==> src/nstr_pkg.sv <==
// ----------------------------------------------------------------------------
// nstr_pkg
// shared types and constants of the name-string transcoder
// ----------------------------------------------------------------------------
package nstr_pkg;

    // status codes of the closing result
    localparam logic [1:0] ST_OK   = 2'd0;
    localparam logic [1:0] ST_NULL = 2'd1;
    localparam logic [1:0] ST_SURR = 2'd2;

    // one decoded character (or end of string) handed from front to back
    typedef struct packed {
        logic [20:0] cp;       // code point
        logic [2:0]  nbytes;   // utf-8 bytes to emit, 0 to 4
        logic        done;     // closing status result follows
        logic [1:0]  status;   // final status of the string
    } nstr_job_t;

endpackage

==> src/nstr_in_if.sv <==
// ----------------------------------------------------------------------------
// nstr_in_if
// source byte channel with valid/ready handshake
// ----------------------------------------------------------------------------
interface nstr_in_if;
    logic       valid;
    logic       ready;
    logic [7:0] in_byte;
    logic       in_last;

    modport source (output valid, output in_byte, output in_last, input ready);
    modport sink   (input valid, input in_byte, input in_last, output ready);
endinterface

==> src/nstr_out_if.sv <==
// ----------------------------------------------------------------------------
// nstr_out_if
// utf-8 result channel with valid/ready handshake
// ----------------------------------------------------------------------------
interface nstr_out_if;
    logic       valid;
    logic       ready;
    logic [7:0] out_byte;
    logic       byte_valid;
    logic       string_done;
    logic [1:0] status;

    modport source (output valid, output out_byte, output byte_valid,
                    output string_done, output status, input ready);
    modport sink   (input valid, input out_byte, input byte_valid,
                    input string_done, input status, output ready);
endinterface

==> src/name_string_to_utf8_transcoder.sv <==
// ----------------------------------------------------------------------------
// name_string_to_utf8_transcoder
// Converts a string given as raw bytes (Latin-1, or big-endian UTF-16 with
// surrogate pairs) into UTF-8, one output byte per transfer, and closes each
// string with a status transfer (0 ok, 1 embedded null, 2 bad or truncated
// surrogate). The front accepts one input byte per cycle whenever the job
// queue has room; the back drives a single registered output byte lane, so
// one character costs one to four output transfers and the end of a string one
// more. That output lane sets the sustained rate whenever characters need
// more output bytes than they took input bytes. The first result passes the
// job queue and the output register before it is offered. Null characters
// give no bytes; after the first error the string's bytes carry no meaning.
// The user must write the source encoding register only while the block is
// idle, through cfg_wr_en/cfg_wr_data; the block itself does not enforce it.
// ----------------------------------------------------------------------------
module name_string_to_utf8_transcoder
    import nstr_pkg::*;
#(
    parameter int QUEUE_DEPTH = 2    // jobs between front and back, 2 to 32
)
(
    input  logic       clk,
    input  logic       rst_n,
    input  logic       cfg_wr_en,
    input  logic       cfg_wr_data,
    nstr_in_if.sink    in_ch,
    nstr_out_if.source out_ch
);

    // front to queue
    nstr_job_t wr_job;
    logic      push;
    logic      full;

    // queue to back
    nstr_job_t head;
    logic      head_valid;
    logic      pop;

    // front: decode state, error tracking, one job per character or string end
    nstr_front u_front (
        .clk         (clk),
        .rst_n       (rst_n),
        .cfg_wr_en   (cfg_wr_en),
        .cfg_wr_data (cfg_wr_data),
        .in_ch       (in_ch),
        .full        (full),
        .push        (push),
        .job         (wr_job)
    );

    // queue decouples the byte-per-cycle front from the multi-byte back
    nstr_queue #(
        .DEPTH (QUEUE_DEPTH)
    ) u_queue (
        .clk        (clk),
        .rst_n      (rst_n),
        .push       (push),
        .wr_job     (wr_job),
        .pop        (pop),
        .head       (head),
        .head_valid (head_valid),
        .full       (full)
    );

    // back: utf-8 byte sequencer with an output register
    nstr_back u_back (
        .clk        (clk),
        .rst_n      (rst_n),
        .head       (head),
        .head_valid (head_valid),
        .pop        (pop),
        .out_ch     (out_ch)
    );

`ifndef SYNTHESIS
    // status transfer carries no byte
    a_status_form: assert property (@(posedge clk) disable iff (!rst_n)
        out_ch.valid && out_ch.string_done |-> !out_ch.byte_valid && out_ch.out_byte == 8'h00)
        else $error("status transfer carries a byte");
`endif

endmodule

==> src/nstr_front.sv <==
// ----------------------------------------------------------------------------
// nstr_front
// accepts source bytes, pairs utf-16 units, tracks errors, builds jobs
// ----------------------------------------------------------------------------
module nstr_front
    import nstr_pkg::*;
(
    input  logic      clk,
    input  logic      rst_n,
    input  logic      cfg_wr_en,
    input  logic      cfg_wr_data,
    nstr_in_if.sink   in_ch,
    input  logic      full,
    output logic      push,
    output nstr_job_t job
);

    logic       src_utf16_reg;
    logic       hfb_reg, hfb_next;
    logic [7:0] held_reg, held_next;
    logic       hhs_reg, hhs_next;
    logic [9:0] hsb_reg, hsb_next;
    logic       null_reg, null_next;
    logic [1:0] err_reg, err_next;

    logic        accept;
    logic [15:0] unit;
    logic        do_char;
    logic [20:0] ch;
    logic [20:0] pair_cp;

    assign in_ch.ready = !full;
    assign accept      = in_ch.valid && !full;
    assign unit        = {held_reg, in_ch.in_byte};
    assign pair_cp     = 21'h10000 + {1'b0, hsb_reg, unit[9:0]};

    always_comb
    begin
        hfb_next   = hfb_reg;
        held_next  = held_reg;
        hhs_next   = hhs_reg;
        hsb_next   = hsb_reg;
        null_next  = null_reg;
        err_next   = err_reg;
        do_char    = 1'b0;
        ch         = '0;
        job.cp     = '0;
        job.nbytes = 3'd0;
        job.done   = in_ch.in_last;
        job.status = ST_OK;

        if (src_utf16_reg)
        begin
            if (!hfb_reg)
            begin
                // odd final byte is dropped
                if (!in_ch.in_last)
                begin
                    hfb_next  = 1'b1;
                    held_next = in_ch.in_byte;
                end
            end
            else
            begin
                hfb_next  = 1'b0;
                held_next = '0;
                if (err_reg == ST_OK)
                begin
                    if (hhs_reg)
                    begin
                        hhs_next = 1'b0;
                        hsb_next = '0;
                        if (unit inside {[16'hDC00:16'hDFFF]})
                        begin
                            do_char = 1'b1;
                            ch      = pair_cp;
                        end
                        else
                        begin
                            err_next = ST_SURR;
                        end
                    end
                    else if (unit inside {[16'hD800:16'hDBFF]})
                    begin
                        hhs_next = 1'b1;
                        hsb_next = unit[9:0];
                    end
                    else if (unit inside {[16'hDC00:16'hDFFF]})
                    begin
                        err_next = ST_SURR;
                    end
                    else
                    begin
                        do_char = 1'b1;
                        ch      = {5'b0, unit};
                    end
                end
            end
        end
        else if (err_reg == ST_OK)
        begin
            do_char = 1'b1;
            ch      = {13'b0, in_ch.in_byte};
        end

        if (do_char)
        begin
            if (ch == '0)
            begin
                null_next = 1'b1;
            end
            else if (null_reg)
            begin
                err_next = ST_NULL;
            end
            else
            begin
                job.cp = ch;
                if (ch < 21'h80)
                    job.nbytes = 3'd1;
                else if (ch < 21'h800)
                    job.nbytes = 3'd2;
                else if (ch < 21'h10000)
                    job.nbytes = 3'd3;
                else
                    job.nbytes = 3'd4;
            end
        end

        if (in_ch.in_last)
        begin
            // surrogate still pending at end of string
            if (err_next == ST_OK && hhs_next)
                err_next = ST_SURR;
            job.status = err_next;
            hfb_next   = 1'b0;
            held_next  = '0;
            hhs_next   = 1'b0;
            hsb_next   = '0;
            null_next  = 1'b0;
            err_next   = ST_OK;
        end
    end

    assign push = accept && (job.nbytes != 3'd0 || job.done);

    always_ff @(posedge clk or negedge rst_n)
    begin
        if (!rst_n)
        begin
            src_utf16_reg <= 1'b0;
            hfb_reg       <= 1'b0;
            held_reg      <= '0;
            hhs_reg       <= 1'b0;
            hsb_reg       <= '0;
            null_reg      <= 1'b0;
            err_reg       <= ST_OK;
        end
        else
        begin
            if (cfg_wr_en)
                src_utf16_reg <= cfg_wr_data;
            if (accept)
            begin
                hfb_reg  <= hfb_next;
                held_reg <= held_next;
                hhs_reg  <= hhs_next;
                hsb_reg  <= hsb_next;
                null_reg <= null_next;
                err_reg  <= err_next;
            end
        end
    end

endmodule

==> src/nstr_queue.sv <==
// ----------------------------------------------------------------------------
// nstr_queue
// short job queue between front and back, flip-flop storage
// ----------------------------------------------------------------------------
module nstr_queue
    import nstr_pkg::*;
#(
    parameter int DEPTH = 2    // 2 to 32
)
(
    input  logic      clk,
    input  logic      rst_n,
    input  logic      push,
    input  nstr_job_t wr_job,
    input  logic      pop,
    output nstr_job_t head,
    output logic      head_valid,
    output logic      full
);

    localparam int PW = (DEPTH > 1) ? $clog2(DEPTH) : 1;
    localparam int CW = $clog2(DEPTH + 1);

    nstr_job_t       entry_reg [DEPTH];
    logic [PW-1:0]   wr_ptr_reg, rd_ptr_reg;
    logic [CW-1:0]   count_reg, count_next;

    assign head       = entry_reg[rd_ptr_reg];
    assign head_valid = (count_reg != '0);
    assign full       = (count_reg == CW'(DEPTH));

    always_comb
    begin
        count_next = count_reg;
        if (push && !pop)
            count_next = count_reg + 1'b1;
        else if (pop && !push)
            count_next = count_reg - 1'b1;
    end

    always_ff @(posedge clk)
    begin
        if (push)
            entry_reg[wr_ptr_reg] <= wr_job;
    end

    always_ff @(posedge clk or negedge rst_n)
    begin
        if (!rst_n)
        begin
            wr_ptr_reg <= '0;
            rd_ptr_reg <= '0;
            count_reg  <= '0;
        end
        else
        begin
            if (push)
                wr_ptr_reg <= (wr_ptr_reg == PW'(DEPTH - 1)) ? '0 : wr_ptr_reg + 1'b1;
            if (pop)
                rd_ptr_reg <= (rd_ptr_reg == PW'(DEPTH - 1)) ? '0 : rd_ptr_reg + 1'b1;
            count_reg <= count_next;
        end
    end

`ifndef SYNTHESIS
    a_no_overflow: assert property (@(posedge clk) disable iff (!rst_n)
        full && !pop |=> count_reg == CW'(DEPTH))
        else $error("queue entry lost or invented while full");
    a_no_underflow: assert property (@(posedge clk) disable iff (!rst_n)
        pop |-> head_valid)
        else $error("pop from empty queue");
`endif

endmodule

==> src/nstr_back.sv <==
// ----------------------------------------------------------------------------
// nstr_back
// expands a job into utf-8 byte results and the closing status result
// ----------------------------------------------------------------------------
module nstr_back
    import nstr_pkg::*;
(
    input  logic       clk,
    input  logic       rst_n,
    input  nstr_job_t  head,
    input  logic       head_valid,
    output logic       pop,
    nstr_out_if.source out_ch
);

    logic [2:0] idx_reg;
    logic [2:0] total;
    logic       load;
    logic       last_res;
    logic       valid_reg;
    logic [7:0] byte_reg, byte_next;
    logic       bv_reg, bv_next;
    logic       done_reg, done_next;
    logic [1:0] status_reg, status_next;

    function automatic logic [7:0] utf8_byte(logic [20:0] cp, logic [2:0] nb,
                                             logic [2:0] idx);
        logic [7:0] b;
        begin
            b = 8'h00;
            case (nb)
                3'd1: b = cp[7:0];
                3'd2: b = (idx == 3'd0) ? {3'b110, cp[10:6]} : {2'b10, cp[5:0]};
                3'd3:
                begin
                    case (idx)
                        3'd0:    b = {4'b1110, cp[15:12]};
                        3'd1:    b = {2'b10, cp[11:6]};
                        default: b = {2'b10, cp[5:0]};
                    endcase
                end
                3'd4:
                begin
                    case (idx)
                        3'd0:    b = {5'b11110, cp[20:18]};
                        3'd1:    b = {2'b10, cp[17:12]};
                        3'd2:    b = {2'b10, cp[11:6]};
                        default: b = {2'b10, cp[5:0]};
                    endcase
                end
                default: b = 8'h00;
            endcase
            return b;
        end
    endfunction

    assign total    = head.nbytes + {2'b0, head.done};
    assign last_res = (idx_reg == total - 3'd1);
    assign load     = head_valid && (!valid_reg || out_ch.ready);
    assign pop      = load && last_res;

    always_comb
    begin
        if (idx_reg < head.nbytes)
        begin
            byte_next   = utf8_byte(head.cp, head.nbytes, idx_reg);
            bv_next     = 1'b1;
            done_next   = 1'b0;
            status_next = ST_OK;
        end
        else
        begin
            byte_next   = 8'h00;
            bv_next     = 1'b0;
            done_next   = 1'b1;
            status_next = head.status;
        end
    end

    always_ff @(posedge clk)
    begin
        if (load)
        begin
            byte_reg   <= byte_next;
            bv_reg     <= bv_next;
            done_reg   <= done_next;
            status_reg <= status_next;
        end
    end

    always_ff @(posedge clk or negedge rst_n)
    begin
        if (!rst_n)
        begin
            idx_reg   <= '0;
            valid_reg <= 1'b0;
        end
        else
        begin
            if (load)
                idx_reg <= last_res ? 3'd0 : idx_reg + 3'd1;
            if (load)
                valid_reg <= 1'b1;
            else if (out_ch.ready)
                valid_reg <= 1'b0;
        end
    end

    assign out_ch.valid       = valid_reg;
    assign out_ch.out_byte    = byte_reg;
    assign out_ch.byte_valid  = bv_reg;
    assign out_ch.string_done = done_reg;
    assign out_ch.status      = status_reg;

`ifndef SYNTHESIS
    a_job_held: assert property (@(posedge clk) disable iff (!rst_n)
        idx_reg != 3'd0 |-> head_valid && idx_reg < total)
        else $error("partly emitted job left the queue head");
`endif

endmodule

==> src/flat_wrapper.sv <==
// flat-port wrapper written by rule: the top's interface ports become plain ports
module name_string_to_utf8_transcoder_flat import nstr_pkg::*;
#(
    parameter int QUEUE_DEPTH = 2                                           
)
  (clk, rst_n, cfg_wr_en, cfg_wr_data, in_ch_valid, in_ch_in_byte, in_ch_in_last, in_ch_ready, out_ch_valid, out_ch_out_byte, out_ch_byte_valid, out_ch_string_done, out_ch_status, out_ch_ready);
  nstr_in_if in_ch_i ();
  nstr_out_if out_ch_i ();
  input  logic clk;
  input  logic rst_n;
  input  logic cfg_wr_en;
  input  logic cfg_wr_data;
  input wire logic [$bits(in_ch_i.valid)-1:0] in_ch_valid;
  input wire logic [$bits(in_ch_i.in_byte)-1:0] in_ch_in_byte;
  input wire logic [$bits(in_ch_i.in_last)-1:0] in_ch_in_last;
  output wire logic [$bits(in_ch_i.ready)-1:0] in_ch_ready;
  output wire logic [$bits(out_ch_i.valid)-1:0] out_ch_valid;
  output wire logic [$bits(out_ch_i.out_byte)-1:0] out_ch_out_byte;
  output wire logic [$bits(out_ch_i.byte_valid)-1:0] out_ch_byte_valid;
  output wire logic [$bits(out_ch_i.string_done)-1:0] out_ch_string_done;
  output wire logic [$bits(out_ch_i.status)-1:0] out_ch_status;
  input wire logic [$bits(out_ch_i.ready)-1:0] out_ch_ready;
  assign in_ch_i.valid = in_ch_valid;
  assign in_ch_i.in_byte = in_ch_in_byte;
  assign in_ch_i.in_last = in_ch_in_last;
  assign in_ch_ready = in_ch_i.ready;
  assign out_ch_valid = out_ch_i.valid;
  assign out_ch_out_byte = out_ch_i.out_byte;
  assign out_ch_byte_valid = out_ch_i.byte_valid;
  assign out_ch_string_done = out_ch_i.string_done;
  assign out_ch_status = out_ch_i.status;
  assign out_ch_i.ready = out_ch_ready;
  name_string_to_utf8_transcoder #(.QUEUE_DEPTH(QUEUE_DEPTH)) u_core (.clk(clk), .rst_n(rst_n), .cfg_wr_en(cfg_wr_en), .cfg_wr_data(cfg_wr_data), .in_ch(in_ch_i), .out_ch(out_ch_i));
endmodule
==> config.mk <==
export PLATFORM = sky130hd
export DESIGN_NAME = name_string_to_utf8_transcoder_flat
export DESIGN_NICKNAME = d
export VERILOG_FILES = /design/src/nstr_pkg.sv /design/src/nstr_in_if.sv /design/src/nstr_out_if.sv /design/src/name_string_to_utf8_transcoder.sv /design/src/nstr_front.sv /design/src/nstr_queue.sv /design/src/nstr_back.sv /design/src/flat_wrapper.sv
export SDC_FILE = /design/constraint.sdc
export NUM_CORES = 1
export LEC_CHECK = 0
export BUFFER_PORTS_ARGS = -buffer_cell sky130_fd_sc_hd__buf_4
export CORE_MARGIN = 8
export CORE_UTILIZATION = 50
export CTS_BUF_LIST = sky130_fd_sc_hd__clkbuf_16
export DETAILED_ROUTE_END_ITERATION = 10
export PLACE_DENSITY = 0.69
export SYNTH_ARGS = -nofsm -noshare
export SYNTH_HDL_FRONTEND = slang
export SYNTH_HIERARCHICAL = 1
export SYNTH_SLANG_ARGS = --single-unit
export TNS_END_PERCENT = 20
==> constraint.sdc <==
create_clock -name clk -period 4.19 [get_ports clk]
set_input_delay 0.6285 -clock clk [delete_from_list [all_inputs] [get_ports clk]]
set_output_delay 0.6285 -clock clk [all_outputs]
set_load 0.01 [all_outputs]
# Word-level counts from Yosys, hierarchy flattened
# Memories as Yosys holds them, arrays and structs flattened.
# Cells that the tools add are included.
[totals] register_bits=44 mem_bits_rw=54 input_bits=15 output_inout_bits=14 elab_cells=144 mem_count=1
[memory_table] name="u_core.u_queue.entry_reg" words=2 word_bits=27 read_ports=1 rd_clocked_by_memory_dff=0 wr=1 line="nstr_queue.sv:24" source="nstr_job_t entry_reg [DEPTH];"
[classes] n_addsub=8 order_cmp=8 n_eq_ne=8 n_mux=71 reduce_logical=32
[op_table] operator="$mux W21" n=5
[op_table] operator="$mux W24" n=3
[op_table] operator="$mux W10" n=6
[op_table] operator="$ge A16 B16 Y1 const B" n=2
[op_table] operator="$le A16 B16 Y1 const B" n=2
[op_table] operator="$mux W16" n=2
[op_table] operator="$mux W8" n=4
[op_table] operator="$pmux W8 S4" n=1
[op_table] operator="$mux W2" n=15
[op_table] operator="$mux W1" n=28
[op_table] operator="$add A17 B20 Y21 const A" n=1
[op_table] operator="$logic_not A21 Y1" n=1
[op_table] operator="$lt A21 B12 Y1 const B" n=1
[op_table] operator="$lt A21 B17 Y1 const B" n=1
[op_table] operator="$lt A21 B8 Y1 const B" n=1
[op_table] operator="$pmux W7 S3" n=1
[op_table] operator="$reduce_bool A2 Y1" n=8
[op_table] operator="$pmux W7 S2" n=1
[op_table] operator="$mux W3" n=4
[op_table] operator="$eq A3 B2 Y1 const B" n=3
[op_table] operator="$logic_and A1 B1 Y1" n=9
[op_table] operator="$mux W7" n=1
[op_table] operator="$eq A3 B1 Y1 const B" n=2
[op_table] operator="$reduce_bool A3 Y1" n=2
[op_table] operator="17 further kinds" n=23

# Depth between registers and ports, before layout
[depth] ltp_word=22 mapped_depth=16 depth_no_buf=13

# Hierarchy
# The synthesis kept the hierarchy.
[by_module_without_submodules] mod="nstr_queue" instances=1 cells_each=100 area_each_um2=2237.1
[by_module_without_submodules] mod="nstr_front" instances=1 cells_each=224 area_each_um2=1691.6
[by_module_without_submodules] mod="nstr_back" instances=1 cells_each=137 area_each_um2=1275.0

# Worst setup path after synthesis
# No wires, ideal clock.
[synth_path] path_kind="register to register" startpoint="register u_core.u_front.hsb_reg[6]" endpoint="memory u_core/u_queue/entry_reg[0][0] (netlist name), enable pin" setup_time_ns=0.414 t_arrival_ns=2.960 setup_slack_ns=0.816 path_stages_with_launch=9 path_buffers=0 synth_period_minus_slack_ns=3.374 path_cell_list="dfrtp_1 ha_1 and3b_1 o211ai_1 a2bb2oi_1 o211ai_2 o21ai_1 a21oi_1 nor2b_1"
[synth_via] elab_chain_cells=18
[synth_rtl] element="start: declaration" line="nstr_front.sv:22" source="logic [9:0] hsb_reg, hsb_next;"
[synth_rtl] element="start signal: assignment" line="nstr_front.sv:168" source="hsb_reg <= hsb_next;"
[synth_rtl] element="$add A17 B20 Y21 (*)" line="nstr_front.sv:35" source="assign pair_cp = 21'h10000 + {1'b0, hsb_reg, unit[9:0]};"
[synth_rtl] element="$mux W21 (*)" line="nstr_front.sv:73" source="if (unit inside {[16'hDC00:16'hDFFF]})"
[synth_rtl] element="$mux W21 (*)" line="nstr_front.sv:69" source="if (hhs_reg)"
[synth_rtl] element="$mux W21 (*)" line="nstr_front.sv:67" source="if (err_reg == ST_OK)"
[synth_rtl] element="$mux W21 (*)" line="nstr_front.sv:54" source="if (!hfb_reg)"
[synth_rtl] element="$mux W21 (*)" line="nstr_front.sv:52" source="if (src_utf16_reg)"
[synth_rtl] element="$lt A21 B17 Y1" line="nstr_front.sv:123" source="else if (ch < 21'h10000)"
[synth_rtl] element="$mux W3" line="nstr_front.sv:123"
[synth_rtl] element="[3 not listed]"
[synth_rtl] element="$mux W24 (*)" line="nstr_front.sv:108" source="if (ch == '0)"
[synth_rtl] element="$mux W24 (*)" line="nstr_front.sv:106" source="if (do_char)"
[synth_rtl] element="$reduce_bool A3 Y1 (*)" line="nstr_front.sv:145" source="assign push = accept && (job.nbytes != 3'd0 || job.done);"
[synth_rtl] element="$logic_or A1 B1 Y1 (*)" line="nstr_front.sv:145"
[synth_rtl] element="$logic_and A1 B1 Y1 (*)" line="nstr_front.sv:145"
[synth_rtl] element="net u_core.push" line="name_string_to_utf8_transcoder.sv:32" source="logic push;"
[synth_rtl] element="$mux W1 (*)" line="nstr_queue.sv:43" source="if (push)"
[synth_rtl] element="$mux W1 (implied by the code) (*)" line="nstr_queue.sv:44" source="entry_reg[wr_ptr_reg] <= wr_job;"
[synth_rtl] element="end: declaration" line="nstr_queue.sv:24"
# Mark *: on every way through the listed nets, which the timed path passes. The rest lies on a longest branch.

==> flow_summary.ini <==
[floorplan]
ios = 29
design.core.area_um2 = 10200
rows = 37
die_x_um = 118
die_h_um = 118
dieArea_um2 = 13900
start_util = 0.509

[synth]
synthSimpleGateAreaFrac = 0.152
async_flop_share = 0.327
yosysWarnings = 6
ys.flop_type = edfxtp_1
synth_fa_ha_area_frac = 0.0240
synthMuxAreaShare = 0.0762
synthCells = 461
synth.cell_area_um2 = 5200
syn_area_per_cell_um2 = 11.3
synth_seq_cells = 98
synth_compound_area_frac = 0.141
seq_area_frac_synth = 0.535
synth_nets = 486
synth_xor_area_frac = 0.0200
synth_top_family_by_area = simple AND/OR/NAND/NOR gates
synth_cell_types = 62
synth-edff-count = 66

[sta]
period_needed_ns = 3.24
setup_viol = 0
rsz0062_at_grt = false
slew_headroom = 0.329
fmax_mhz = 309
hold_slack_ns = 0.222
hold_viol = 0
finalMaxSlewViolations = 0
fin_setup_tns_ns = 0
tightest_slew_ns = 1.00
finalCritPeriodShare = 0.773
clock_skew_ns = 0.00763

[worst_setup_path]
cp-end-kind = flip-flop
path_class = reg2reg
cp.required_ns = 4.45
cp-start-kind = flip-flop
crit_path_max_fanout = 23
critPathArrivalTime_ns = 3.50
slowest_delay_ns = 0.54
cp_slowest_cell = dfrtp_1
path_cells = buf_4 > mux2_4 > inv_2 > ha_1 > xnor2_2 > xnor2_1 > or3_4 > nor2_1 > inv_1 > ha_1 > xor2_1 > nor2_1 > xor2_1
cp_num_buf_inv = 3
path_delay_family = simple AND/OR/NAND/NOR gates

[routing]
first_pass_iters = 5
wire_per_inst_um = 17.0
wirelength_um = 10600
viasPerCell = 5.76
drt-initial-drc-count = 197
vias = 3592
post-route-drc-count = 0
ant_nets = 0

[clock_network]
post_cts_buffers = 0
clk_latency_ns = 0.34
cts_sinks = 98
clk_path_buf_depth = 2
htreeDepth = 3
cts_resized = 0
hold_buffers = 0
numCtsBuffers = 9
cts_root_buf = clkbuf_16
cts_tree = built
clkTransAtPathRegs_ns = 0.07

[power_and_ir_drop]
max-vdd-ir-drop_uv = 264
p_per_area_nw_per_um2 = 710
p_leak_nw = 2.23

[global_route]
grt_pass1_vias = 3474
grt_max_degree = 33
grtUsageTotal = 0.156
antenna_found_initial = 0
grt_pass1_wl_um = 17500
grt_overflow = 0

[hold_path]
worstHoldPathType = in2async

[final_layout]
largest_reg_flops = 54
seq_area_um2 = 2780
diodes = 0
drive_gt1_frac = 0.205
fillCellCount = 873
fin_nets = 508
syn2layout_area_growth_pct = 10.4
multi_input_area_um2 = 2150

[place]
hpwlAfterDp_um = 7750
place.port_buffers = 28
gp_congestion = 0.925

[run_status]
status = finished, final reports clean

[flow_run]
maxCapViolCount = 0
worst paths after layout:
path                                                    startpoint                                       to  slack, ns  cells past startpoint
hold / removal                                               rst_n   u_core/u_back/out_ch.valid$_DFFE_PN0P_       0.22                      1
min in group clk           u_core/u_queue/count_reg[1]$_DFFE_PN0P_  u_core/u_queue/count_reg[1]$_DFFE_PN0P_       0.48                      1
hold reg to reg            u_core/u_queue/count_reg[1]$_DFFE_PN0P_  u_core/u_queue/count_reg[1]$_DFFE_PN0P_       0.48                      1
setup reg to reg             u_core/u_queue/rd_ptr_reg$_DFFE_PN0P_  u_core/u_queue/count_reg[1]$_DFFE_PN0P_       0.95                     13
max in group asynchronous                                    rst_n    u_core/u_front/hsb_reg[1]$_DFFE_PN0P_       3.67                      1
setup / recovery             u_core/u_queue/rd_ptr_reg$_DFFE_PN0P_  u_core/u_queue/count_reg[1]$_DFFE_PN0P_       0.95                     13
worst register-to-register path, cell delays in order (launching register included):
cell,delay (ns)
dfrtp_1,0.54
buf_4,0.43
mux2_4,0.39
inv_2,0.11
ha_1,0.21
xnor2_2,0.14
xnor2_1,0.10
or3_4,0.38
nor2_1,0.18
inv_1,0.08
ha_1,0.19
xor2_1,0.15
nor2_1,0.12
xor2_1,0.15
routing by layer:
metal  vias up  routed length [um]  GRT usage
li1       1749                   -          -
met1      1716                4770      0.197
met2       105                5070      0.250
met3        22                 446     0.0235
met4         0                 312     0.0889
met5         -                   0          0
metrics by stage:
step | total power [mW] | utilization | setup WS, ns | area, um2 | cells
after floorplan | 2.94 | - | 0.816 | 5200 | 461
after global placement | 3.25 | 0.534 | 1.10 | 5460 | 608
after detailed placement | 3.30 | 0.534 | 0.974 | 5460 | 608
after CTS | 4.09 | 0.561 | 0.918 | 5740 | 624
after global routing | 4.33 | 0.561 | 0.767 | 5740 | 624
final | 4.08 | 0.561 | 0.953 | 5740 | 624
cell type report:
type	count	share of cell area
Multi-Input combinational cell	312	0.375
Inverter	29	0.0190
Clock buffer	10	0.0436
Tap cell	136	0.0296
Sequential cell	98	0.484
Clock inverter	6	0.00566
Timing Repair Buffer	33	0.0431
cells in the final DEF, fill, tap and decap left out, types with 10 or more instances in the layout:
cell / synthesis / layout
nand3_1: 23 / 23
dfrtp_1: 32 / 32
and3_1: 10 / 10
clkbuf_16: 0 / 10
nor2_1: 27 / 27
nand2_1: 32 / 32
o21ai_0: 30 / 30
inv_1: 26 / 27
mux2_4: 19 / 19
nor3_1: 17 / 17
ha_1: 10 / 10
buf_4: 1 / 33
a21oi_1: 23 / 23
edfxtp_1: 66 / 66
kinds of logic (layout without fill, tap and decap cells):
kind of cell    after synthesis  in the layout
flops                        98             98
compound gates              108            108
buf+inv                      51             78
fa+ha+maj                    10             10
xor+xnor                     11             11
simple gates                154            154
mux                          29             29
where the power goes:
group / switching, mW / internal [mW] / total [mW] / leakage, nW
registers: 0.200 / 1.39 / 1.59 / 1.04
clock network: 0.347 / 0.433 / 0.780 / 0.143
logic: 0.979 / 0.728 / 1.71 / 1.05
total: 1.53 / 2.55 / 4.08 / 2.23
synthesized netlist by cell type, types with 3 or more instances:
cell      count  area (um2)
mux2_2        9         101
nand2b_1      4        25.0
xnor2_1       5        43.8
a31oi_1       3        18.8
nand4_1       3        18.8
buf_2        10        50.1
a211oi_1      4        30.0
a222oi_1      3        30.0
ha_1         10         125
a21oi_2       4        35.0
o21ai_1       8        40.0
and3_1       10        62.6
a21oi_1      23         115
inv_2         3        11.3
edfxtp_1     66        1980
buf_6         4        45.0
xor2_1        5        43.8
inv_1        26        97.6
clkbuf_1      4        15.0
and2_1        9        56.3
nand2_1      32         120
mux2_4       19         285
nand3_1      23         115
o21ai_0      30         150
nor2_1       27         101
dfrtp_1      32         801
a221oi_2      4        60.1
a221oi_1      4        35.0
nor2b_1       7        43.8
nor4_1        9        56.3
nor3_1       17        85.1
o211ai_1      5        37.5
(Power assumes the default switching activity.)
